==> src/hw/rtl/tcsm_pkg.sv <==
// Shared types and constants for the tick-count to seconds/microseconds block.
// No dependencies; every other file of the block refers to this package.
`default_nettype none

package tcsm_pkg;

   localparam int TICK_W  = 32;
   localparam int SUB_W   = 16;
   localparam int SHIFT_W = 3;
   localparam int CLK_W   = 24;
   localparam int SEC_W   = 32;
   localparam int US_W    = 20;
   localparam int LEFT_W  = 7;
   localparam int PROD_W  = 36;   // subtick * 1e6 fits in 36 bits
   localparam int QUO_W   = 32;   // sub-tick microseconds keep their low 32 bits
   localparam int SUM_W   = 32;
   localparam int SEC_Q_W = 13;   // (2^32 - 1) / 1e6 < 2^13

   // floor(x / 1e6) == (x * US_RECIP) >> RECIP_SHIFT for every 32-bit x
   localparam int RECIP_W     = 31;
   localparam int RECIP_SHIFT = 50;
   localparam logic [RECIP_W-1:0] US_RECIP = RECIP_W'(1125899907);

   localparam int CSR_IDX_W  = 8;
   localparam int CSR_DATA_W = 32;

   localparam logic [CSR_IDX_W-1:0] CSR_CLOCK_CONFIGURED = CSR_IDX_W'(0);
   localparam logic [CSR_IDX_W-1:0] CSR_TICK_RATE_LOG2   = CSR_IDX_W'(1);
   localparam logic [CSR_IDX_W-1:0] CSR_SOURCE_CLOCK_HZ  = CSR_IDX_W'(2);

   localparam logic [CLK_W-1:0] SOURCE_HZ_RESET = CLK_W'(32768);
   localparam logic [US_W-1:0]  ONE_SECOND_US   = US_W'(1000000);

   localparam int QUEUE_DEPTH = 4;

   typedef struct packed {
      logic               clock_configured;
      logic [SHIFT_W-1:0] tick_rate_log2;
      logic [CLK_W-1:0]   source_clock_hz;
   } cfg_type;

   // One item on its way through the sub-tick divider.
   typedef struct packed {
      logic              configured;
      logic [SEC_W-1:0]  secs;
      logic [US_W-1:0]   us_ticks;
      logic [PROD_W-1:0] prod;
      logic [QUO_W-1:0]  quo;
      logic [CLK_W-1:0]  rem;
   } div_stage_type;

   // One item on its way through the divide by one million.
   typedef struct packed {
      logic               configured;
      logic [SEC_W-1:0]   secs;
      logic [SUM_W-1:0]   val;
      logic [SEC_Q_W-1:0] quo;
   } cdiv_stage_type;

endpackage

`default_nettype wire

==> src/hw/rtl/tcsm_queue.sv <==
// Short FIFO between the request side and the divider pipeline.
// Depends on tcsm_pkg.
`default_nettype none

module tcsm_queue #(
   parameter int DEPTH = tcsm_pkg::QUEUE_DEPTH
) (
   input  wire                      clock,
   input  wire                      reset,
   input  wire                      push,
   input  tcsm_pkg::div_stage_type  push_entry,
   output logic                     full,
   input  wire                      pop,
   output logic                     head_valid,
   output tcsm_pkg::div_stage_type  head_entry
);

   localparam int PTR_W = (DEPTH > 1) ? $clog2(DEPTH) : 1;
   localparam int CNT_W = $clog2(DEPTH + 1);
   localparam logic [PTR_W-1:0] LAST = PTR_W'(DEPTH - 1);

   tcsm_pkg::div_stage_type entry_ff [DEPTH];
   logic [PTR_W-1:0] wr_ptr_ff, wr_ptr_in;
   logic [PTR_W-1:0] rd_ptr_ff, rd_ptr_in;
   logic [CNT_W-1:0] count_ff, count_in;
   logic             do_push, do_pop;

   assign full       = (count_ff == CNT_W'(DEPTH));
   assign head_valid = (count_ff != '0);
   assign head_entry = entry_ff[rd_ptr_ff];
   assign do_push    = push && !full;
   assign do_pop     = pop && head_valid;

   always_comb begin
      wr_ptr_in = wr_ptr_ff;
      rd_ptr_in = rd_ptr_ff;
      count_in  = count_ff;
      if (do_push) begin
         wr_ptr_in = (wr_ptr_ff == LAST) ? '0 : wr_ptr_ff + PTR_W'(1);
      end
      if (do_pop) begin
         rd_ptr_in = (rd_ptr_ff == LAST) ? '0 : rd_ptr_ff + PTR_W'(1);
      end
      if (do_push && !do_pop) begin
         count_in = count_ff + CNT_W'(1);
      end else if (do_pop && !do_push) begin
         count_in = count_ff - CNT_W'(1);
      end
   end

   always_ff @(posedge clock) begin
      if (reset) begin
         wr_ptr_ff <= '0;
         rd_ptr_ff <= '0;
         count_ff  <= '0;
      end else begin
         wr_ptr_ff <= wr_ptr_in;
         rd_ptr_ff <= rd_ptr_in;
         count_ff  <= count_in;
      end
   end

   always_ff @(posedge clock) begin
      if (do_push) begin
         entry_ff[wr_ptr_ff] <= push_entry;
      end
   end

endmodule

`default_nettype wire

==> config.mk <==
export PLATFORM = sky130hd
export DESIGN_NAME = tcsm_queue
export DESIGN_NICKNAME = d
export VERILOG_FILES = /design/src/hw/rtl/tcsm_pkg.sv /design/src/hw/rtl/tcsm_queue.sv
export SDC_FILE = /design/constraint.sdc
export NUM_CORES = 1
export LEC_CHECK = 0
export BUFFER_PORTS_ARGS = -buffer_cell sky130_fd_sc_hd__buf_2
export CORE_ASPECT_RATIO = 0.6
export CORE_UTILIZATION = 57
export DETAILED_ROUTE_END_ITERATION = 10
export PLACE_DENSITY = 0.91
export REMOVE_ABC_BUFFERS = 1
export SKIP_LAST_GASP = 1
export SYNTH_ARGS = -nofsm -noshare
export SYNTH_HDL_FRONTEND = slang
export SYNTH_SLANG_ARGS = --single-unit
==> constraint.sdc <==
create_clock -name clock -period 6.55 [get_ports clock]
set_input_delay 0.3275 -clock clock [delete_from_list [all_inputs] [get_ports clock]]
set_output_delay 0.3275 -clock clock [all_outputs]
set_load 0.01 [all_outputs]
==> results by group <==
CTS
  • CTS tree: done
  • Clk_lat worst skew: 0.56 ns
  • Max Root-Sink Buffers: 3
  • Clk Tree Root Cell: clkbuf_16
  • CTS H-tree lvls: 2
  • CTS Sinks: 589
  • Clk pin slew, worst setup/hold paths: 0.06 ns
  • Cts bufs inserted: 50

Timing
  • Final period util: 51.87%
  • Fmax: 294.3 MHz
  • Crit path time final: 3.398 ns
  • Slew @ Worst Pin: 1.132 ns
  • Worst-case hold slack: 0.07467 ns
  • Setup TNS: 0 ns
  • Slew headroom: 24.52%
  • Final hold vios: 0
  • Final Max Slew Viols: 0
  • # setup viols final: 0
  • Unrepaired setup endpoints after global routing: no
  • Setup Skew: 0.01758 ns

Worst hold path
  • Worst Hold Class: in2reg
  • Origin of the worst min-delay path: reset
  • Hold Path Cell Cnt: 2
  • Hold Path End: count_ff[2]

Routing
  • Iteration-0 DRC Markers: 804
  • Drt first pass iters: 5
  • DR WL/cell: 24.25 um
  • Via count: 10420
  • Vias per inst: 5.714
  • Detailed-route DRC error count: 0
  • Post-Route WL: 44230 um
  • Post-DRT Antenna Nets: 0

Setup path
  • Kind of cell adding the most delay to the critical path: buffers and inverters
  • Crit Reg-Reg Endpoint: entry_ff[0][17]
  • Max stage delay on crit path: 0.99 ns
  • Crit path kind: reg2out
  • Worst Reg-to-Reg Cells: 3
  • Critical path data required time: 6.22 ns
  • Slowest cell on crit path: dfxtp_4
  • Crit Reg-Reg Startpoint: count_ff[0]
  • Worst R2R Setup Slack: 3.59 ns
  • Crit path max fanout: 65
  • CP startpoint kind: flop
  • Critical Path AT: 3.07 ns
  • Worst setup EP type: output port
  • Worst path cell trace: buf_4, mux4_2, buf_2
  • Buffers and inverters on the worst path: 2

Power
  • Leak: 8.939 nW
  • VDD IR max: 274.5 uV
  • Power per cell area: 365.9 mW/mm^2

Logic synthesis
  • Register bit total from synthesis: 589
  • Area share of the largest cell type after synthesis: 81.54%
  • Synthesized area per cell: 26.47 um^2
  • Mapped Cells: 807
  • Part of the Yosys area used for sequential elements: 82.38%
  • Ys Warns: 0
  • Synth area leaders: edfxtp_1, mux4_2, dfxtp_1, buf_2, buf_6
  • Netlist Area Pre-Place: 0.02136 mm^2
  • Synth cell types: 24
  • Yosys top cell by area: edfxtp_1

Die
  • Die area: 0.03828 mm^2
  • Initial Util: 58.33%
  • Chip height: 152.0 um
  • Core Area: 0.03662 mm^2
  • I/O pins: 296
  • DIE WIDTH: 251.9 um
  • FP Rows: 54

Cells and area
  • Fraction of layout cells with a size suffix above 1: 39.94%
  • Area Overhead vs Synth: 24.00%
  • Final core occ: 72.33%
  • Final net count: 1433

Global route
  • First-pass GRT wire length: 66150 um
  • Largest net degree at the start of global routing: 89
  • GRT Residual Overflow: 0
  • Gr usage total: 23.40%
  • Initial antenna violation count: 6
  • Vias in the first global route: 11110

Place
  • GP Congestion: 0.7369
  • HPWL after detailed placement: 24720 um
  • PortBufs: 295

Job
  • MaxCap Viol Count: 0

Status
  • Status: finished, final reports clean
==> per-layer routing <==
metal	wire [um]	global-route usage, %	vias to the layer above	part of all wire (%)
met5	41	0	-	0.093
met4	1007	6.378	6	2.3
met3	3316	5.585	84	7.5
met2	23150	39.94	462	52
met1	16720	30.55	5427	38
li1	-	-	4443	-
==> where the power goes <==
group / total, W / switching, W / internal (W)
clock network: 0.00299 / 0.00128 / 0.00171
logic: 0.00198 / 0.00103 / 0.000946
registers: 0.00472 / 0.000161 / 0.00456
total: 0.00969 / 0.00248 / 0.00722
==> how the worst max path moves through the flow <==
stage                      end  depth (start not counted)
2_1_floorplan    head_entry[0]                          1
3_3_place_gp   entry_ff[0][51]                          3
3_5_place_dp   entry_ff[0][66]                          3
4_1_cts        head_entry[119]                          3
5_1_grt         head_entry[38]                          3
6_report       head_entry[119]                          3
==> Yosys cell counts <==
cell,number
edfxtp_1,580
a21oi_1,3
inv_2,1
buf_6,7
or3b_1,1
mux2i_1,2
xor2_1,2
o21ai_0,2
ha_1,6
dfxtp_1,9
fa_1,1
nand2_1,1
nand3_1,2
buf_4,4
nor2_1,4
or3_1,3
clkbuf_1,7
buf_2,16
inv_1,4
o31ai_2,1
and3_1,4
nor3_1,1
mux4_2,145
o31ai_1,1
==> state kept, by name, summed over array words and instances, names as in the netlist, named ones only <==
signal / cells
count_ff: 3
entry_ff: 580
rd_ptr_ff: 2
wr_ptr_ff: 2
==> cell type report <==
cell class	instances	area (um^2)
Antenna cell	3	7.507
Clock buffer	62	1360
Clock inverter	30	286.5
Fill cell	2097	10130
Inverter	5	18.77
Multi-Input combinational cell	179	3550
Sequential cell	589	17600
Tap cell	504	630.6
Timing Repair Buffer	452	3030
==> metrics by stage <==
step / worst slack [ns] / cell area (um^2) / instances / power (W)
2_1_floorplan: -0.4770 / 21150 / 773 / 0.006103
3_3_place_gp: 3.658 / 23380 / 1584 / 0.006640
3_5_place_dp: 3.617 / 23380 / 1584 / 0.006715
4_1_cts: 3.054 / 26470 / 1820 / 0.009742
5_1_grt: 2.995 / 26490 / 1824 / 0.01004
6_report: 3.152 / 26490 / 1824 / 0.009693
==> cells in the final DEF, fill, tap and decap left out, drive strengths merged, types with 3 or more instances in the layout <==
cell	synthesis	layout
bufinv	0	6
dlygate4sd3	0	145
inv	5	7
ha	6	6
clkinv	0	22
dfxtp	9	9
or3	3	3
diode	0	3
buf	27	307
and3	4	4
nor2	4	4
a21oi	3	3
clkbuf	7	62
mux4	145	145
edfxtp	580	580
==> cells by family (layout without fill, tap and decap cells) <==
kind of cell / Yosys count / after routing / synth area share (%)
flip-flops: 589 / 589 / 82.38
multiplexers: 147 / 147 / 15.38
buffers and inverters: 39 / 549 / 1.095
AND/OR/NAND/NOR: 16 / 16 / 0.4041
adder cells (fa/ha/maj): 7 / 7 / 0.4452
AO/OA/AOI/OAI: 7 / 7 / 0.2109
XOR/XNOR: 2 / 2 / 0.08202
other: 0 / 3 / 0
==> what timing repair did <==
action                    in CTS  in global routing
hold endpoints to repair     575                  2
setup buffers                  0                  0
gates resized for setup        0                  0
hold buffers                 144                  1
(Power assumes the default switching activity.)
