File: src/hw/rtl/tcsm_pkg.sv
// Shared types and constants for the tick-count to seconds/microseconds block.
// No dependencies; every other file of the block refers to this package.
`default_nettype none

package tcsm_pkg;

   localparam int TICK_W  = 32;
   localparam int SUB_W   = 16;
   localparam int SHIFT_W = 3;
   localparam int CLK_W   = 24;
   localparam int SEC_W   = 32;
   localparam int US_W    = 20;
   localparam int LEFT_W  = 7;
   localparam int PROD_W  = 36;   // subtick * 1e6 fits in 36 bits
   localparam int QUO_W   = 32;   // sub-tick microseconds keep their low 32 bits
   localparam int SUM_W   = 32;
   localparam int SEC_Q_W = 13;   // (2^32 - 1) / 1e6 < 2^13

   // floor(x / 1e6) == (x * US_RECIP) >> RECIP_SHIFT for every 32-bit x
   localparam int RECIP_W     = 31;
   localparam int RECIP_SHIFT = 50;
   localparam logic [RECIP_W-1:0] US_RECIP = RECIP_W'(1125899907);

   localparam int CSR_IDX_W  = 8;
   localparam int CSR_DATA_W = 32;

   localparam logic [CSR_IDX_W-1:0] CSR_CLOCK_CONFIGURED = CSR_IDX_W'(0);
   localparam logic [CSR_IDX_W-1:0] CSR_TICK_RATE_LOG2   = CSR_IDX_W'(1);
   localparam logic [CSR_IDX_W-1:0] CSR_SOURCE_CLOCK_HZ  = CSR_IDX_W'(2);

   localparam logic [CLK_W-1:0] SOURCE_HZ_RESET = CLK_W'(32768);
   localparam logic [US_W-1:0]  ONE_SECOND_US   = US_W'(1000000);

   localparam int QUEUE_DEPTH = 4;

   typedef struct packed {
      logic               clock_configured;
      logic [SHIFT_W-1:0] tick_rate_log2;
      logic [CLK_W-1:0]   source_clock_hz;
   } cfg_type;

   // One item on its way through the sub-tick divider.
   typedef struct packed {
      logic              configured;
      logic [SEC_W-1:0]  secs;
      logic [US_W-1:0]   us_ticks;
      logic [PROD_W-1:0] prod;
      logic [QUO_W-1:0]  quo;
      logic [CLK_W-1:0]  rem;
   } div_stage_type;

   // One item on its way through the divide by one million.
   typedef struct packed {
      logic               configured;
      logic [SEC_W-1:0]   secs;
      logic [SUM_W-1:0]   val;
      logic [SEC_Q_W-1:0] quo;
   } cdiv_stage_type;

endpackage

`default_nettype wire

File: src/hw/rtl/tcsm_ifs.sv
// Handshake channels of the tick-count converter: request, response, CSR write.
// Depends on tcsm_pkg for field widths.
`default_nettype none

interface tcsm_req_if;
   logic                         valid;
   logic                         ready;
   logic [tcsm_pkg::TICK_W-1:0]  tick_count;
   logic [tcsm_pkg::SUB_W-1:0]   subtick_count;
   modport source (output valid, tick_count, subtick_count, input ready);
   modport sink   (input valid, tick_count, subtick_count, output ready);
endinterface


`default_nettype wire

File: src/hw/rtl/tcsm_front.sv
// Request side: accepts readings, splits whole seconds from leftover ticks and
// forms both microsecond products. Depends on tcsm_pkg and tcsm_req_if.
`default_nettype none

module tcsm_front (
   tcsm_req_if.sink                 req_bus,
   input  tcsm_pkg::cfg_type        cfg,
   input  wire                      queue_full,
   output logic                     push,
   output tcsm_pkg::div_stage_type  push_entry
);

   logic [tcsm_pkg::LEFT_W-1:0]         left_mask;
   logic [tcsm_pkg::LEFT_W-1:0]         left;
   logic [tcsm_pkg::LEFT_W+tcsm_pkg::US_W-1:0] left_us;

   assign req_bus.ready = !queue_full;
   assign push          = req_bus.valid && !queue_full;

   always_comb begin
      left_mask = tcsm_pkg::LEFT_W'(((tcsm_pkg::LEFT_W+1)'(1) << cfg.tick_rate_log2)
                                    - (tcsm_pkg::LEFT_W+1)'(1));
      left      = req_bus.tick_count[tcsm_pkg::LEFT_W-1:0] & left_mask;
      left_us   = (tcsm_pkg::LEFT_W+tcsm_pkg::US_W)'(left) *
                  (tcsm_pkg::LEFT_W+tcsm_pkg::US_W)'(tcsm_pkg::ONE_SECOND_US);

      push_entry.configured = cfg.clock_configured;
      push_entry.secs       = req_bus.tick_count >> cfg.tick_rate_log2;
      push_entry.us_ticks   = tcsm_pkg::US_W'(left_us >> cfg.tick_rate_log2);
      push_entry.prod       = tcsm_pkg::PROD_W'(req_bus.subtick_count) *
                              tcsm_pkg::PROD_W'(tcsm_pkg::ONE_SECOND_US);
      push_entry.quo        = '0;
      push_entry.rem        = '0;
   end

endmodule

`default_nettype wire

File: src/flat_wrapper.sv
// flat-port wrapper written by rule: the top's interface ports become plain ports
module tcsm_front_flat 
  (cfg, queue_full, push, push_entry, req_bus_valid, req_bus_tick_count, req_bus_subtick_count, req_bus_ready);
  tcsm_req_if req_bus_i ();
  input  tcsm_pkg::cfg_type cfg;
  input  wire queue_full;
  output logic push;
  output tcsm_pkg::div_stage_type push_entry;
  input wire logic [$bits(req_bus_i.valid)-1:0] req_bus_valid;
  input wire logic [$bits(req_bus_i.tick_count)-1:0] req_bus_tick_count;
  input wire logic [$bits(req_bus_i.subtick_count)-1:0] req_bus_subtick_count;
  output wire logic [$bits(req_bus_i.ready)-1:0] req_bus_ready;
  assign req_bus_i.valid = req_bus_valid;
  assign req_bus_i.tick_count = req_bus_tick_count;
  assign req_bus_i.subtick_count = req_bus_subtick_count;
  assign req_bus_ready = req_bus_i.ready;
  tcsm_front u_core (.req_bus(req_bus_i), .cfg(cfg), .queue_full(queue_full), .push(push), .push_entry(push_entry));
endmodule
File: config.mk
export PLATFORM = sky130hd
export DESIGN_NAME = tcsm_front_flat
export DESIGN_NICKNAME = d
export VERILOG_FILES = /design/src/hw/rtl/tcsm_pkg.sv /design/src/hw/rtl/tcsm_ifs.sv /design/src/hw/rtl/tcsm_front.sv /design/src/flat_wrapper.sv
export SDC_FILE = /design/constraint.sdc
export NUM_CORES = 1
export LEC_CHECK = 0
export ABC_AREA = 1
export BUFFER_PORTS_ARGS = -buffer_cell sky130_fd_sc_hd__buf_4
export CAP_MARGIN = 15
export CORE_AREA = 2 2 134 136
export DETAILED_ROUTE_END_ITERATION = 8
export DIE_AREA = 0 0 136 138
export PLACE_DENSITY = 0.67
export SYNTH_ARGS = -nofsm -noshare
export SYNTH_HDL_FRONTEND = slang
export SYNTH_SLANG_ARGS = --single-unit
File: constraint.sdc
create_clock -name vclk -period 6.2
set_input_delay 0 -clock vclk [all_inputs]
set_output_delay 0 -clock vclk [all_outputs]
set_load 0.05 [all_outputs]
==> metrics.txt, run 1 <==
Antenna Cells=0; Antenna Nets Post-Route=0; routed via count=7582; Final nets=1591; sequential fraction of the synthesis area=0%; Vias/cell=4.98; Rel. slew slack=55.9%; final wirelength=21100 um; GRT overflow=0; Pins Over Slew Limit=0; CP Class=in2out; Final Hold Viols=0; Reg area=0 um^2; Rows=49; minimum clock period=5230 ps; Synth area leader=ha_1; initial core utilization=44.4%; gp weighted congestion=0.912; synthesized area=7790 um^2; DRT iter0 DRCs=302; Post-CTS Hold Buffers=0; worst-margin pin slew=662 ps; All-Layer GR Usage=22.1%; initial antenna violation count=0; Critical Path Start Type=input port; Chip Width=136 um; post-CTS setup buffers=0; post-CTS resize count=0; Crit path largest cell delay=520 ps; outcome=completed; WP data required=6200 ps; RSZ-0062 raised after global routing=false; first-pass GRT wire length=34600 um; worst-path fanout max=66; Crit-path slowest cell=fa_1; DRT Pass-1 Iters=5; Post-Synthesis Cells=1183; Tcrit/Tclk final=84.3%; post-route worst setup slack=972 ps; Final Core Density=50.0%; Netlist cell types=40; I/O Pins=225; largest net degree at the start of global routing=67; Fillers=1889; Synthesis Warnings=0; Die ar.=18800 um^2; sequential cells=0; Core Area=17500 um^2; proportion of netlist area held by the largest area contributor=24.2%; DR WL/cell=13.9 um; crit path DAT=5230 ps; Die Span Y=138 um; worst hold path class=in2out; Synth-to-Final Area Change=12.4%; DP Worst Slack=992 ps; Critical Path Sink Type=output port; clock buffers=0; layout cell share with drive strength beyond 1=12.4%; largest cells by area after synthesis=ha_1, fa_1, nand2_1; final routed DRC violation total=0; vias in the first global route=7320; Fmax=0.191 GHz; dpl hpwl=18400 um; hold slack final=0.563 ps; setup TNS=0 ps; setup violators final=0; Max Cap Viol=0; syn avg cell area=6.59 um^2; port buffer count=137
==> stage by stage <==
step                std cells  cell area (um^2)
finish                   1522              8760
global route             1522              8760
CTS                      1522              8760
detailed placement       1522              8760
global placement         1522              8760
floorplan                1244              8020
==> kinds of logic after synthesis <==
group	Yosys count	synth area share, %
buf+inv	299	17.9
mux	10	1.28
other cells	1	0.0481
simple gates	484	26.0
xor+xnor	32	3.60
fa+ha+maj	218	41.5
compound gates	139	9.79
==> final timing paths <==
check / from / end / slack (ps) / cells after the start
hold / removal: cfg[27] / push_entry[144] / 0.6 / 0
setup / recovery: cfg[24] / push_entry[111] / 970 / 25
==> synthesized netlist by cell type (3+ instances only) <==
library cell and count:
xnor2_1 5, nand4_1 10, a21oi_1 31, buf_2 12, nor3_1 5, a21o_1 3
nand2_1 281, o21bai_1 3, clkbuf_1 11, inv_1 199, o21ai_0 74, o21a_1 3
buf_4 68, xor2_1 27, fa_1 67, nor2_2 4, nor2_1 68, o21ai_1 10
ha_1 151, nand3_1 108, o22ai_1 4, buf_1 4, mux2i_1 10, inv_2 5
==> layer usage <==
metal,track usage (%),vias up,share of wire (%)
li1,-,3880,-
met1,29.7,3424,45
met2,38.1,247,46
met3,2.46,31,6.2
met4,4.82,0,2.6
met5,0,-,0
==> worst max-delay path, delay by kind of cell <==
kind | cells | cell delay (ps)
buf+inv | 6 | 920
fa+ha+maj | 6 | 2340
compound gates | 2 | 340
simple gates | 11 | 1600
==> placed cells by master (no fill, tap or decap), types with 2 or more instances in the layout <==
cell type	synthesis	final
nand2_1	281	281
inv_1	199	199
ha_1	151	151
buf_4	68	144
nand3_1	108	108
o21ai_0	74	74
nor2_1	68	68
fa_1	67	67
conb_1	1	62
a21oi_1	31	31
xor2_1	27	27
o21ai_1	10	10
nand4_1	10	10
mux2i_1	10	10
inv_2	5	5
xnor2_1	5	5
nor3_1	5	5
nor2_2	4	4
o22ai_1	4	4
o21a_1	3	3
a21o_1	3	3
o21bai_1	3	3
a31oi_1	2	2
a211oi_1	2	2
o211ai_1	2	2
and2_1	2	2
==> cell type report <==
| class | instances | area [um^2] | share of cell area [%] |
|---|---|---|---|
| well taps | 229 | 287 | 3.27 |
| multi-input cells | 945 | 6630 | 75.7 |
| inverters | 204 | 766 | 8.74 |
| repair buffers | 144 | 1080 | 12.3 |
Power of run 1 is left out: the tool's default activity adds up to more than one toggle a clock period on the data nets, which glitch-free logic cannot reach.
==> inputs of run 2 (changes only) <==
Settings changed: PLACE_DENSITY 0.67 to 0.7.
Clock period 6.2 ns to 4.77 ns, I/O delays scaled along.
==> metrics.txt, run 2 (same netlist as run 1, synthesis figures left out) <==
outcome=completed; setup violators final=0 (unchanged); I/O Pins=225 (unchanged); Die Span Y=138 um (unchanged); Antenna Cells=0 (unchanged); port buffer count=137 (unchanged); Post-CTS Hold Buffers=0 (unchanged); final wirelength=21000 um (-0.49%); largest net degree at the start of global routing=45 (-33%); final routed DRC violation total=0 (unchanged); cell mode on critical path=fa_1; Rel. slew slack=52.6% (-3.3 points); Vias/cell=5.01 (+0.51%); DP Worst Slack=31.9 ps (-960 ps); Final nets=1606 (+0.94%); Max Cap Viol=0 (unchanged); first-pass GRT wire length=34200 um (-1.2%); Critical Path Sink Type=output port; layout cell share with drive strength beyond 1=16.2% (+3.8 points); initial core utilization=44.4% (unchanged); Fmax=0.217 GHz; Core Area=17500 um^2 (unchanged); worst hold path class=in2out; post-route worst setup slack=160 ps (-812 ps); cell family with most CP delay=adder cells; gp weighted congestion=0.912 (about the same); DR WL/cell=13.7 um (-1.5%); sequential cells=0 (unchanged); crit path DAT=4610 ps (-620 ps); clock buffers=0 (unchanged); Tcrit/Tclk final=96.7%; Antenna Nets Post-Route=0 (unchanged); Crit path largest cell delay=560 ps (+40 ps); minimum clock period=4610 ps; Critical Path Start Type=input port; dpl hpwl=18200 um (-1.3%); hold depth=0 (unchanged); Pins Over Slew Limit=0 (unchanged); most frequent cells in the layout=nand2_1, inv_1, buf_4; Crit-path slowest cell=fa_1; DRT iter0 DRCs=305 (+0.99%); crit path cell chain=buf_4, clkinvlp_4, fa_1, fa_1, inv_1, fa_1, fa_1, ha_1, inv_1, fa_1, inv_1, ha_4, a21oi_2, o21a_1, nor2_1, o21ai_0, nand3_1, xor2_1, buf_4; GRT overflow=0 (unchanged); worst-margin pin slew=704 ps (+42.0 ps); worst-path fanout max=5 (-92%); critical path depth in cells=19 (-24%); DRT Pass-1 Iters=4 (-1); Rows=49 (unchanged); initial antenna violation count=0 (unchanged); All-Layer GR Usage=21.9% (-0.21 points); WP data required=4770 ps (-1430 ps); Reg area=0 um^2 (unchanged); worst path bufs/invs=6 (unchanged); Die ar.=18800 um^2 (unchanged); Chip Width=136 um (unchanged); Synth-to-Final Area Change=16.5%; most common cell after layout, fill and taps aside=nand2_1; vias in the first global route=7279 (-0.56%); Final Hold Viols=0 (unchanged); CP Class=in2out; routed via count=7696 (+1.5%)
==> run 2: cell count changes in the layout (fill, tap and decap cells not counted), moves of 3 or more <==
cell     change
buf_4       +13
ha_1         -8
nor2_1       -7
ha_4         +6
nand2_1      -6
nand2_2      +6
nor2_2       +6
a21oi_1      -5
a21oi_2      +5
nand3_1      -4
nand3_2      +4
o21ai_0      -3
o21ai_2      +3
==> run 2: metrics by stage <==
stage          TNS, ps  hold slack (ps)  util, %  cells  cell area [um^2]
6_report             0            0.106     51.8   1537              9080
2_1_floorplan        0              167        -   1244              8020
3_5_place_dp         0            0.899     50.5   1534              8850
3_3_place_gp         0            0.899     50.5   1534              8850
4_1_cts              0            0.899     50.5   1534              8850
5_1_grt          -21.9            0.167     51.8   1537              9080
==> run 2: area by class of cell <==
| class | instances | area (um^2) |
|---|---|---|
| Inverter | 204 | 769 |
| Tap cell | 229 | 287 |
| Timing Repair Buffer | 159 | 1200 |
| Multi-Input combinational cell | 945 | 6820 |
| Fill cell | 1822 | 8460 |
==> run 2: worst paths after layout <==
| kind | startpoint | to | slack, ps |
|---|---|---|---|
| setup / recovery | req_bus_subtick_count[3] | push_entry[90] | 160 |
| hold / removal | cfg[27] | push_entry[144] | 0.1 |
==> run 2: metal layers <==
metal / GRT usage (%) / up-vias / wire length [um]
met2: 38.5 / 256 / 10000
met1: 28.8 / 3479 / 9210
li1: - / 3921 / -
met3: 2.16 / 40 / 1230
met4: 5.26 / 0 / 558
met5: 0 / - / 0
==> run 2: timing repair <==
action	CTS	global route
hold endpoints to repair	0	0
endpoints found under the setup margin	0	22
setup buffers	0	3
resized for setup	0	48
Power of run 2 is left out for the same reason.
