<file path="config.mk">
export PLATFORM = sky130hd
export DESIGN_NAME = tcsm_csr_flat
export DESIGN_NICKNAME = d
export VERILOG_FILES = /design/src/hw/rtl/tcsm_pkg.sv /design/src/hw/rtl/tcsm_ifs.sv /design/src/hw/rtl/tcsm_csr.sv /design/src/flat_wrapper.sv
export SDC_FILE = /design/constraint.sdc
export NUM_CORES = 1
export LEC_CHECK = 0
export ABC_AREA = 1
export BUFFER_PORTS_ARGS = -buffer_cell sky130_fd_sc_hd__buf_2
export CORE_UTILIZATION = 30
export DETAILED_ROUTE_END_ITERATION = 8
export SLEW_MARGIN = 5
export SYNTH_ARGS = -nofsm -noshare
export SYNTH_HDL_FRONTEND = slang
export SYNTH_SLANG_ARGS = --single-unit
</file>
<file path="constraint.sdc">
create_clock -name clock -period 1.2 [get_ports clock]
set_input_delay 0.18 -clock clock [delete_from_list [all_inputs] [get_ports clock]]
set_output_delay 0.18 -clock clock [all_outputs]
set_load 0.005 [all_outputs]
</file>
<file path="src/hw/rtl/tcsm_pkg.sv">
// Shared types and constants for the tick-count to seconds/microseconds block.
// No dependencies; every other file of the block refers to this package.
`default_nettype none

package tcsm_pkg;

   localparam int TICK_W  = 32;
   localparam int SUB_W   = 16;
   localparam int SHIFT_W = 3;
   localparam int CLK_W   = 24;
   localparam int SEC_W   = 32;
   localparam int US_W    = 20;
   localparam int LEFT_W  = 7;
   localparam int PROD_W  = 36;   // subtick * 1e6 fits in 36 bits
   localparam int QUO_W   = 32;   // sub-tick microseconds keep their low 32 bits
   localparam int SUM_W   = 32;
   localparam int SEC_Q_W = 13;   // (2^32 - 1) / 1e6 < 2^13

   // floor(x / 1e6) == (x * US_RECIP) >> RECIP_SHIFT for every 32-bit x
   localparam int RECIP_W     = 31;
   localparam int RECIP_SHIFT = 50;
   localparam logic [RECIP_W-1:0] US_RECIP = RECIP_W'(1125899907);

   localparam int CSR_IDX_W  = 8;
   localparam int CSR_DATA_W = 32;

   localparam logic [CSR_IDX_W-1:0] CSR_CLOCK_CONFIGURED = CSR_IDX_W'(0);
   localparam logic [CSR_IDX_W-1:0] CSR_TICK_RATE_LOG2   = CSR_IDX_W'(1);
   localparam logic [CSR_IDX_W-1:0] CSR_SOURCE_CLOCK_HZ  = CSR_IDX_W'(2);

   localparam logic [CLK_W-1:0] SOURCE_HZ_RESET = CLK_W'(32768);
   localparam logic [US_W-1:0]  ONE_SECOND_US   = US_W'(1000000);

   localparam int QUEUE_DEPTH = 4;

   typedef struct packed {
      logic               clock_configured;
      logic [SHIFT_W-1:0] tick_rate_log2;
      logic [CLK_W-1:0]   source_clock_hz;
   } cfg_type;

   // One item on its way through the sub-tick divider.
   typedef struct packed {
      logic              configured;
      logic [SEC_W-1:0]  secs;
      logic [US_W-1:0]   us_ticks;
      logic [PROD_W-1:0] prod;
      logic [QUO_W-1:0]  quo;
      logic [CLK_W-1:0]  rem;
   } div_stage_type;

   // One item on its way through the divide by one million.
   typedef struct packed {
      logic               configured;
      logic [SEC_W-1:0]   secs;
      logic [SUM_W-1:0]   val;
      logic [SEC_Q_W-1:0] quo;
   } cdiv_stage_type;

endpackage

`default_nettype wire

</file>
<file path="src/hw/rtl/tcsm_ifs.sv">
// Handshake channels of the tick-count converter: request, response, CSR write.
// Depends on tcsm_pkg for field widths.
`default_nettype none


interface tcsm_csr_if;
   logic                            valid;
   logic                            ready;
   logic [tcsm_pkg::CSR_IDX_W-1:0]  index;
   logic [tcsm_pkg::CSR_DATA_W-1:0] data;
   modport source (output valid, index, data, input ready);
   modport sink   (input valid, index, data, output ready);
endinterface

`default_nettype wire

</file>
<file path="src/hw/rtl/tcsm_csr.sv">
// Configuration registers of the tick-count converter.
// Depends on tcsm_pkg and tcsm_csr_if.
`default_nettype none

module tcsm_csr (
   input  wire               clock,
   input  wire               reset,
   tcsm_csr_if.sink          csr_bus,
   output tcsm_pkg::cfg_type cfg
);

   tcsm_pkg::cfg_type cfg_ff;
   tcsm_pkg::cfg_type cfg_in;

   assign csr_bus.ready = 1'b1;
   assign cfg           = cfg_ff;

   always_comb begin
      cfg_in = cfg_ff;
      if (csr_bus.valid) begin
         unique case (csr_bus.index)
            tcsm_pkg::CSR_CLOCK_CONFIGURED:
               cfg_in.clock_configured = csr_bus.data[0];
            tcsm_pkg::CSR_TICK_RATE_LOG2:
               cfg_in.tick_rate_log2 = csr_bus.data[tcsm_pkg::SHIFT_W-1:0];
            tcsm_pkg::CSR_SOURCE_CLOCK_HZ:
               cfg_in.source_clock_hz = csr_bus.data[tcsm_pkg::CLK_W-1:0];
            default: ;   // drop writes to unknown registers
         endcase
      end
   end

   always_ff @(posedge clock) begin
      if (reset) begin
         cfg_ff.clock_configured <= 1'b0;
         cfg_ff.tick_rate_log2   <= '0;
         cfg_ff.source_clock_hz  <= tcsm_pkg::SOURCE_HZ_RESET;
      end else begin
         cfg_ff <= cfg_in;
      end
   end

endmodule

`default_nettype wire

</file>
<file path="src/flat_wrapper.sv">
// flat-port wrapper written by rule: the top's interface ports become plain ports
module tcsm_csr_flat 
  (clock, reset, cfg, csr_bus_valid, csr_bus_index, csr_bus_data, csr_bus_ready);
  tcsm_csr_if csr_bus_i ();
  input  wire clock;
  input  wire reset;
  output tcsm_pkg::cfg_type cfg;
  input wire logic [$bits(csr_bus_i.valid)-1:0] csr_bus_valid;
  input wire logic [$bits(csr_bus_i.index)-1:0] csr_bus_index;
  input wire logic [$bits(csr_bus_i.data)-1:0] csr_bus_data;
  output wire logic [$bits(csr_bus_i.ready)-1:0] csr_bus_ready;
  assign csr_bus_i.valid = csr_bus_valid;
  assign csr_bus_i.index = csr_bus_index;
  assign csr_bus_i.data = csr_bus_data;
  assign csr_bus_ready = csr_bus_i.ready;
  tcsm_csr u_core (.clock(clock), .reset(reset), .csr_bus(csr_bus_i), .cfg(cfg));
endmodule
</file>
==> results of run 1 <==
kinds of logic (layout without fill, tap and decap cells):
logic type	count (synthesis)	count (layout)
buffers and inverters	40	98
AO/OA/AOI/OAI	24	24
flip-flops	28	28
AND/OR/NAND/NOR	100	100
other	1	1
worst min path at each step:
stage | to | slack [ns] | cells past startpoint
2_1_floorplan | u_core.cfg[15] | 0.33 | 2
3_3_place_gp | u_core.cfg[15] | 0.42 | 3
3_5_place_dp | u_core.cfg[15] | 0.43 | 3
4_1_cts | u_core.cfg[15] | 0.14 | 3
5_1_grt | u_core.cfg[15] | 0.15 | 3
6_report | u_core.cfg[15] | 0.15 | 3
layout make-up:
cell class / count / area [um2] / share of cell area [%]
multi-input combinational: 125 / 576.8 / 32.65
sequential: 28 / 560.5 / 31.73
timing repair buffer: 67 / 410.4 / 23.23
inverter: 27 / 101.3 / 5.737
tap: 50 / 62.56 / 3.541
clock buffer: 4 / 55.05 / 3.116
power by group through the flow:
stage                     combinational [W]  sequential (W)  clock [W]
after global routing               0.000213        0.000932   0.000644
after global placement             0.000190        0.000953          0
final                              0.000189        0.000931   0.000571
after CTS                          0.000192        0.000932   0.000595
after detailed placement           0.000191        0.000953          0
after floorplan                    0.000103        0.000953          0
stage by stage:
step	worst slack (ns)	cell area, um2	cells	total power (W)	utilization [%]
after CTS	0.2707	1767	301	0.001718	42.63
after detailed placement	0.05203	1712	297	0.001144	41.30
after floorplan	0.2593	1345	193	0.001056	-
after global placement	0.06144	1712	297	0.001143	41.30
after global routing	0.2322	1767	301	0.001789	42.63
final	0.2880	1767	301	0.001691	42.63
synthesized netlist by cell type:
master	number	area, um2
clkbuf_1	1	3.750
inv_1	25	93.84
inv_2	2	7.510
a21oi_1	23	115.1
buf_1	2	7.510
dfxtp_1	28	560.5
buf_6	6	67.56
a21oi_2	1	8.760
nor2_4	2	22.52
nand2_2	2	12.51
nor2_1	34	127.6
nor2_8	1	20.02
buf_2	1	5.000
nand2_1	31	116.4
nand3_1	30	150.1
conb_1	1	3.750
buf_4	3	22.52
worst register-to-register path: cells and delay by family, from the launching register on:
family             cells  cell delay, ns
and+or+nand+nor        1            0.06
DFF                    1            0.32
AOI/OAI and AO/OA      1            0.11
metal layers:
| metal | track usage [%] | wire length (um) | up-vias |
|---|---|---|---|
| met1 | 15.63 | 1393 | 547 |
| met3 | 2.467 | 185 | 0 |
| met4 | 4.592 | 0 | 0 |
| met2 | 19.05 | 1259 | 40 |
| li1 | - | - | 709 |
| met5 | 0 | 0 | - |
==> impl_metrics.json, run 1 <==
{
  "yosysWarnings": 0,
  "vias_per_cell": 4.306,
  "synthXorXnorAreaFrac_pct": 0,
  "critPathBufInv": 1,
  "comb_power_share_pct": 11.2,
  "r2r_slack_ns": 0.62,
  "ant_nets": 0,
  "clk_latency_ns": 0.26,
  "routedWlPerCell_um": 9.432,
  "synth_compound_area_share_pct": 9.209,
  "clkPwrFrac_pct": 33.8,
  "ir_worst_vdd_v": 0.0004216,
  "path_cells": "buf_2",
  "drt_iter0_markers": 47,
  "synth-simple-area-share_pct": 33.40,
  "cts_buffer_depth": 2,
  "grt_pass1_wl_um": 4278,
  "final_cell_mix": "buf_2, nor2_1, nand2_1, nand3_1, dfxtp_1",
  "synth_seq_area_share_pct": 41.67,
  "root_buffer": "clkbuf_8",
  "fill_cells": 469,
  "hold_class": "in2reg",
  "rr_worst_depth": 2,
  "hold_viol_final": 0,
  "synthMuxAreaShare_pct": 0,
  "p_int_w": 0.001310,
  "antenna_cells": 0,
  "path_delay_family": "flip-flops",
  "ios": 72,
  "cts.repair.resized": 0,
  "cp_max_fo": 2,
  "p_seq_share_pct": 55.1,
  "arrival_ns": 0.73,
  "status": "finished, final reports clean",
  "grt_pass1_vias": 983,
  "num_vias": 1296,
  "final_common_cell": "buf_2",
  "synth_top_family_by_area": "simple AND/OR/NAND/NOR gates",
  "grt_overflow": 0,
  "dr.pass1.iters": 4,
  "totalWireLength_um": 2839,
  "port-buffer-count": 62,
  "drive_above_1_share_pct": 31.47,
  "swShare_pct": 22.54,
  "synth.avg_cell_area_um2": 6.969,
  "h-tree-depth": 1,
  "r2r-start": "u_core.cfg[9]",
  "dieHeight_um": 68.96,
  "postCtsHoldBufs": 0,
  "cts.sinks": 28,
  "drc": 0,
  "endpoint_kind": "output port",
  "crit_path_max_incr_delay_ns": 0.35,
  "fp.dieArea_mm2": 0.004755,
  "slew_viol_final": 0,
  "cp_slowest_cell": "dfxtp_1",
  "fin_hold_ws_ns": 0.1476,
  "p_sw_w": 0.0003812,
  "crit_start": "u_core.cfg[27]",
  "syn_to_final_growth_pct": 31.35,
  "power_density_mw_per_mm2": 957.4,
  "gr-usage-all-layers_pct": 11.94,
  "synthesis.area_mm2": 0.001345,
  "fin_skew_ns": 0,
  "critPathLaunchType": "flip-flop",
  "setup_violations": 0,
  "setup_tns_ns": 0,
  "antenna_found_initial": 0,
  "cp-endpoint": "cfg[27]",
  "place_hpwl_um": 1985,
  "period_share_pct": 76.00,
  "clk_pin_slew_worst_paths_ns": 0.09,
  "syn_nets": 236,
  "grt_max_degree": 29,
  "leakage_nw": 0.9497,
  "cp.required_ns": 1.02,
  "largest_register_ffs": 28,
  "core_mm2": 0.004144,
  "synth_fa_ha_area_share_pct": 0,
  "ys_types": 17,
  "nNetsFinal": 295,
  "cp_num_cells": 1,
  "post_cts_buffers": 0,
  "rows": 23,
  "initial_utilization_pct": 32.46,
  "globalplace.congestion": 0.6803,
  "ys_seq_elements": 28,
  "period_needed_ns": 0.9120,
  "fmax_mhz": 1096,
  "r2r_end": "u_core.cfg[9]",
  "rsz0062_at_grt": "false",
  "cap_violations": 0,
  "die-width_um": 68.96,
  "cts_tree": "yes",
  "cts_made_buffers": 3,
  "hp-start": "csr_bus_data[15]",
  "synth_cells": 193,
  "critPathKind": "reg2out"
}
Note: power is estimated with default switching activity, not from simulation.
==> run 2, diff against run 1 <==
Clock period 1.2 ns to 0.89 ns, I/O delays scaled along.
==> impl_metrics.json, run 2 (synthesis results as in run 1) <==
{
  "status": "finished, final reports clean",
  "cts.sinks": 28,
  "grt_overflow": 0,
  "final_cell_mix": "buf_2, nor2_1, nand2_1, nand3_1, dfxtp_2",
  "rows": 23,
  "clk_pin_slew_worst_paths_ns": 0.10,
  "dr.pass1.iters": 4,
  "cp_slowest_cell": "dfxtp_2",
  "syn_to_final_growth_pct": 40.00,
  "largest_register_ffs": 28,
  "drc": 0,
  "totalWireLength_um": 2963,
  "path_delay_family": "flip-flops",
  "hold_viol_final": 0,
  "port-buffer-count": 62,
  "p_total_w": 0.002318,
  "h-tree-depth": 1,
  "clk_latency_ns": 0.27,
  "place_hpwl_um": 2073,
  "p_seq_share_pct": 54.2,
  "ios": 72,
  "finalNonFillerCells": 305,
  "globalplace.congestion": 0.6861,
  "fill_cells": 457,
  "dp_cells": 301,
  "core_mm2": 0.004144,
  "die-width_um": 68.96,
  "slew_viol_final": 0,
  "power_density_mw_per_mm2": 1231,
  "ant_nets": 0,
  "antenna_cells": 0,
  "drive_above_1_share_pct": 43.92,
  "cap_violations": 0,
  "path_cells": "buf_2",
  "antenna_found_initial": 0,
  "arrival_ns": 0.72,
  "fin_skew_ns": 0,
  "critPathKind": "reg2out",
  "place_ws_ns": -0.1792,
  "endpoint_kind": "output port",
  "grt_pass1_wl_um": 4636,
  "drt_iter0_markers": 60,
  "leakage_nw": 0.9866,
  "final_common_cell": "buf_2",
  "num_vias": 1337,
  "critPathBufInv": 1,
  "period_needed_ns": 0.8583,
  "root_buffer": "clkbuf_8",
  "period_share_pct": 96.44,
  "postCtsHoldBufs": 0,
  "crit_path_max_incr_delay_ns": 0.33,
  "utilization_pct": 45.44,
  "fmax_mhz": 1165,
  "cp_max_fo": 2,
  "initial_utilization_pct": 32.46,
  "comb_power_share_pct": 11.8,
  "gr-usage-all-layers_pct": 12.82,
  "vias_per_cell": 4.384,
  "fin_hold_ws_ns": 0.1013,
  "cts_made_buffers": 3,
  "swShare_pct": 23.21,
  "p_sw_w": 0.0005380,
  "grt_max_degree": 29,
  "cp.required_ns": 0.76,
  "setup_violations": 0,
  "cts_buffer_depth": 2,
  "nNetsFinal": 299,
  "fp.dieArea_mm2": 0.004755,
  "setup_slack_ns": 0.03165,
  "ir_worst_vdd_v": 0.0005201,
  "grt_pass1_vias": 1079,
  "hold_class": "in2reg",
  "routedWlPerCell_um": 9.715,
  "rsz0062_at_grt": "true",
  "dieHeight_um": 68.96,
  "p_int_w": 0.001780,
  "clkPwrFrac_pct": 34.0,
  "cts_tree": "yes",
  "critPathLaunchType": "flip-flop"
}
==> run 2: worst paths after layout <==
| check | depth (start not counted) | start | slack [ns] | to |
|---|---|---|---|---|
| worst max-delay path | 1 | u_core.cfg[26] | 0.03 | cfg[26] |
| worst min-delay path | 3 | csr_bus_data[15] | 0.10 | u_core.cfg[15] |
| worst max register to register | 2 | u_core.cfg[8] | 0.28 | u_core.cfg[8] |
| worst min register to register | 2 | u_core.cfg[15] | 0.46 | u_core.cfg[15] |
==> run 2: timing repair <==
action,in CTS,in global routing
endpoints found under the setup margin,1,26
gates cloned,0,0
buffers inserted,0,0
gates resized for setup,1,32
==> run 2: worst reg2reg max path: cells and delay by family, from the launching register on <==
family	cells	cell delay, ns
DFF	1	0.34
and+or+nand+nor	1	0.06
AOI/OAI and AO/OA	1	0.12
==> run 2: area by class of cell <==
| class | instances | area, um2 | share of cell area [%] |
|---|---|---|---|
| clock buffer | 4 | 55.05 | 2.924 |
| inverter | 27 | 101.3 | 5.382 |
| multi-input combinational | 125 | 591.8 | 31.43 |
| sequential | 28 | 594.3 | 31.56 |
| tap | 50 | 62.56 | 3.322 |
| timing repair buffer | 71 | 478.0 | 25.38 |
==> run 2: power groups by stage <==
stage / clock network, W / registers [W] / logic [W]
4_1_cts: 0.000832 / 0.00126 / 0.000276
2_1_floorplan: 0 / 0.00129 / 0.000141
3_3_place_gp: 0 / 0.00129 / 0.000275
6_report: 0.000788 / 0.00126 / 0.000274
5_1_grt: 0.000873 / 0.00126 / 0.000309
3_5_place_dp: 0 / 0.00129 / 0.000276
==> run 2: routing by layer <==
metal,vias up,part of all wire [%],wire length (um),global-route usage (%)
met5,-,0,0,0
li1,717,-,-,-
met3,2,5.6,167,2.138
met1,578,49,1455,17.75
met4,0,0.78,23,5.357
met2,40,44,1316,19.42
==> run 2: through the flow <==
step                instance area, um2  setup TNS [ns]
floorplan                         1360               0
global placement                  1757          -4.060
detailed placement                1757          -4.495
CTS                               1813               0
global route                      1883       -0.002068
finish                            1883               0
==> run 3, diff against run 2 <==
==> constraint.sdc (replaced) <==
create_clock -name clock -period 1 [get_ports clock]
set_input_delay 0.15 -clock clock [delete_from_list [all_inputs] [get_ports clock]]
set_output_delay 0.15 -clock clock [all_outputs]
set_load 0.01 [all_outputs]
==> impl_metrics.json, run 3 (synthesis results as in run 1) <==
{
  "cp.required_ns": 0.85,
  "r2r_end": "u_core.cfg[23]",
  "dr.pass1.iters": 4,
  "critPathKind": "reg2out",
  "cap_violations": 0,
  "routed.top_layer": "met4",
  "gr-usage-all-layers_pct": 12.05,
  "root_buffer": "clkbuf_8",
  "wl_met2_um": 1238,
  "die-width_um": 68.96,
  "rr_worst_depth": 2,
  "hp-start": "csr_bus_data[15]",
  "rsz0062_at_grt": "false",
  "fin_skew_ns": 0,
  "hold_viol_final": 0,
  "critPathLaunchType": "flip-flop",
  "port-buffer-count": 62,
  "initial_utilization_pct": 32.46,
  "final_common_cell": "buf_2",
  "rows": 23,
  "clk_latency_ns": 0.27,
  "setup_violations": 0,
  "totalWireLength_um": 2931,
  "ant_nets": 0,
  "nNetsFinal": 299,
  "hold_class": "in2reg",
  "crit_path_max_incr_delay_ns": 0.35,
  "grt_overflow": 0,
  "cp_slowest_cell": "dfxtp_1",
  "routedWlPerCell_um": 9.610,
  "endpoint_kind": "output port",
  "largest_register_ffs": 28,
  "critPathBufInv": 1,
  "num_vias": 1316,
  "vias_per_cell": 4.315,
  "antenna_found_initial": 0,
  "power_density_mw_per_mm2": 1136,
  "slew_viol_final": 0,
  "cts_made_buffers": 3,
  "status": "finished, final reports clean",
  "hold_depth": 3,
  "utilization_pct": 43.66,
  "globalplace.congestion": 0.7012,
  "fp.dieArea_mm2": 0.004755,
  "ios": 72,
  "syn_to_final_growth_pct": 34.51,
  "cts_buffer_depth": 2,
  "cts.sinks": 28,
  "period_needed_ns": 0.9042,
  "path_delay_family": "flip-flops",
  "final_cell_mix": "buf_2, nor2_1, nand2_1, nand3_1, dfxtp_1",
  "r2r-start": "u_core.cfg[23]",
  "fin_hold_ws_ns": 0.1202,
  "place_hpwl_um": 2065,
  "grt_pass1_vias": 998,
  "core_mm2": 0.004144,
  "drc": 0,
  "drive_above_1_share_pct": 32.55,
  "fmax_mhz": 1106,
  "h-tree-depth": 1,
  "postCtsHoldBufs": 0,
  "met3_length_um": 193,
  "holdPathEnd": "u_core.cfg[15]",
  "grt_pass1_wl_um": 4360,
  "p_total_w": 0.002055,
  "ir_worst_vdd_v": 0.0005362,
  "period_share_pct": 90.42,
  "clk_pin_slew_worst_paths_ns": 0.10,
  "cp_max_fo": 2,
  "arrival_ns": 0.75,
  "drt-met1-wl_um": 1468,
  "leakage_nw": 0.9720,
  "post_cts_buffers": 0,
  "path_cells": "buf_2",
  "r2r_slack_ns": 0.40,
  "cts_tree": "yes",
  "dieHeight_um": 68.96,
  "crit_start": "u_core.cfg[1]",
  "cts.repair.resized": 0,
  "drt_iter0_markers": 35,
  "fill_cells": 469,
  "grt_max_degree": 29,
  "antenna_cells": 0
}
==> run 3: changes by cell type in the layout (fill, tap and decap cells not counted) <==
cell	change
dfxtp_1	+27
dfxtp_2	-27
buf_2	+6
buf_6	-6
nor2_1	+2
nor2_4	-2
buf_12	+1
buf_4	-1
==> run 3: worst min-delay path, delay by kind of cell <==
family                 cells  cell delay, ns
and+or+nand+nor            2            0.13
buffers and inverters      1            0.08
==> run 3: worst max-delay path by stage <==
| stage | cells after the start | endpoint |
|---|---|---|
| 2_1_floorplan | 7 | u_core.cfg[15] |
| 3_3_place_gp | 8 | u_core.cfg[26] |
| 3_5_place_dp | 8 | u_core.cfg[24] |
| 4_1_cts | 1 | cfg[27] |
| 5_1_grt | 1 | cfg[10] |
| 6_report | 1 | cfg[1] |
==> run 3: through the flow <==
step                      worst slack, ns  std cells  instance area (um2)  setup TNS [ns]
after floorplan                   0.08865        193                 1345               0
after global placement            -0.1018        301                 1754          -1.999
after detailed placement          -0.1135        301                 1754          -2.277
after CTS                         0.07972        305                 1809               0
after global routing              0.03342        305                 1809               0
final                             0.09584        305                 1809               0
==> run 3: layout make-up <==
type | count | area, um2 | share of cell area [%]
Tap cell | 50 | 62.56 | 3.458
Timing Repair Buffer | 71 | 452.9 | 25.03
Inverter | 27 | 101.3 | 5.602
Clock buffer | 4 | 55.05 | 3.043
Multi-Input combinational cell | 125 | 576.8 | 31.88
Sequential cell | 28 | 560.5 | 30.98
==> run 3: metal layers <==
metal | vias up | global-route usage [%]
met5 | - | 0
met4 | 0 | 4.592
met2 | 47 | 18.69
met3 | 2 | 2.632
met1 | 550 | 16.13
li1 | 717 | -
==> run 3: where the power goes <==
group          internal [W]  switching [W]
clock              0.000352       0.000348
combinational      0.000111       0.000126
sequential          0.00112     0.00000116
total               0.00158       0.000475
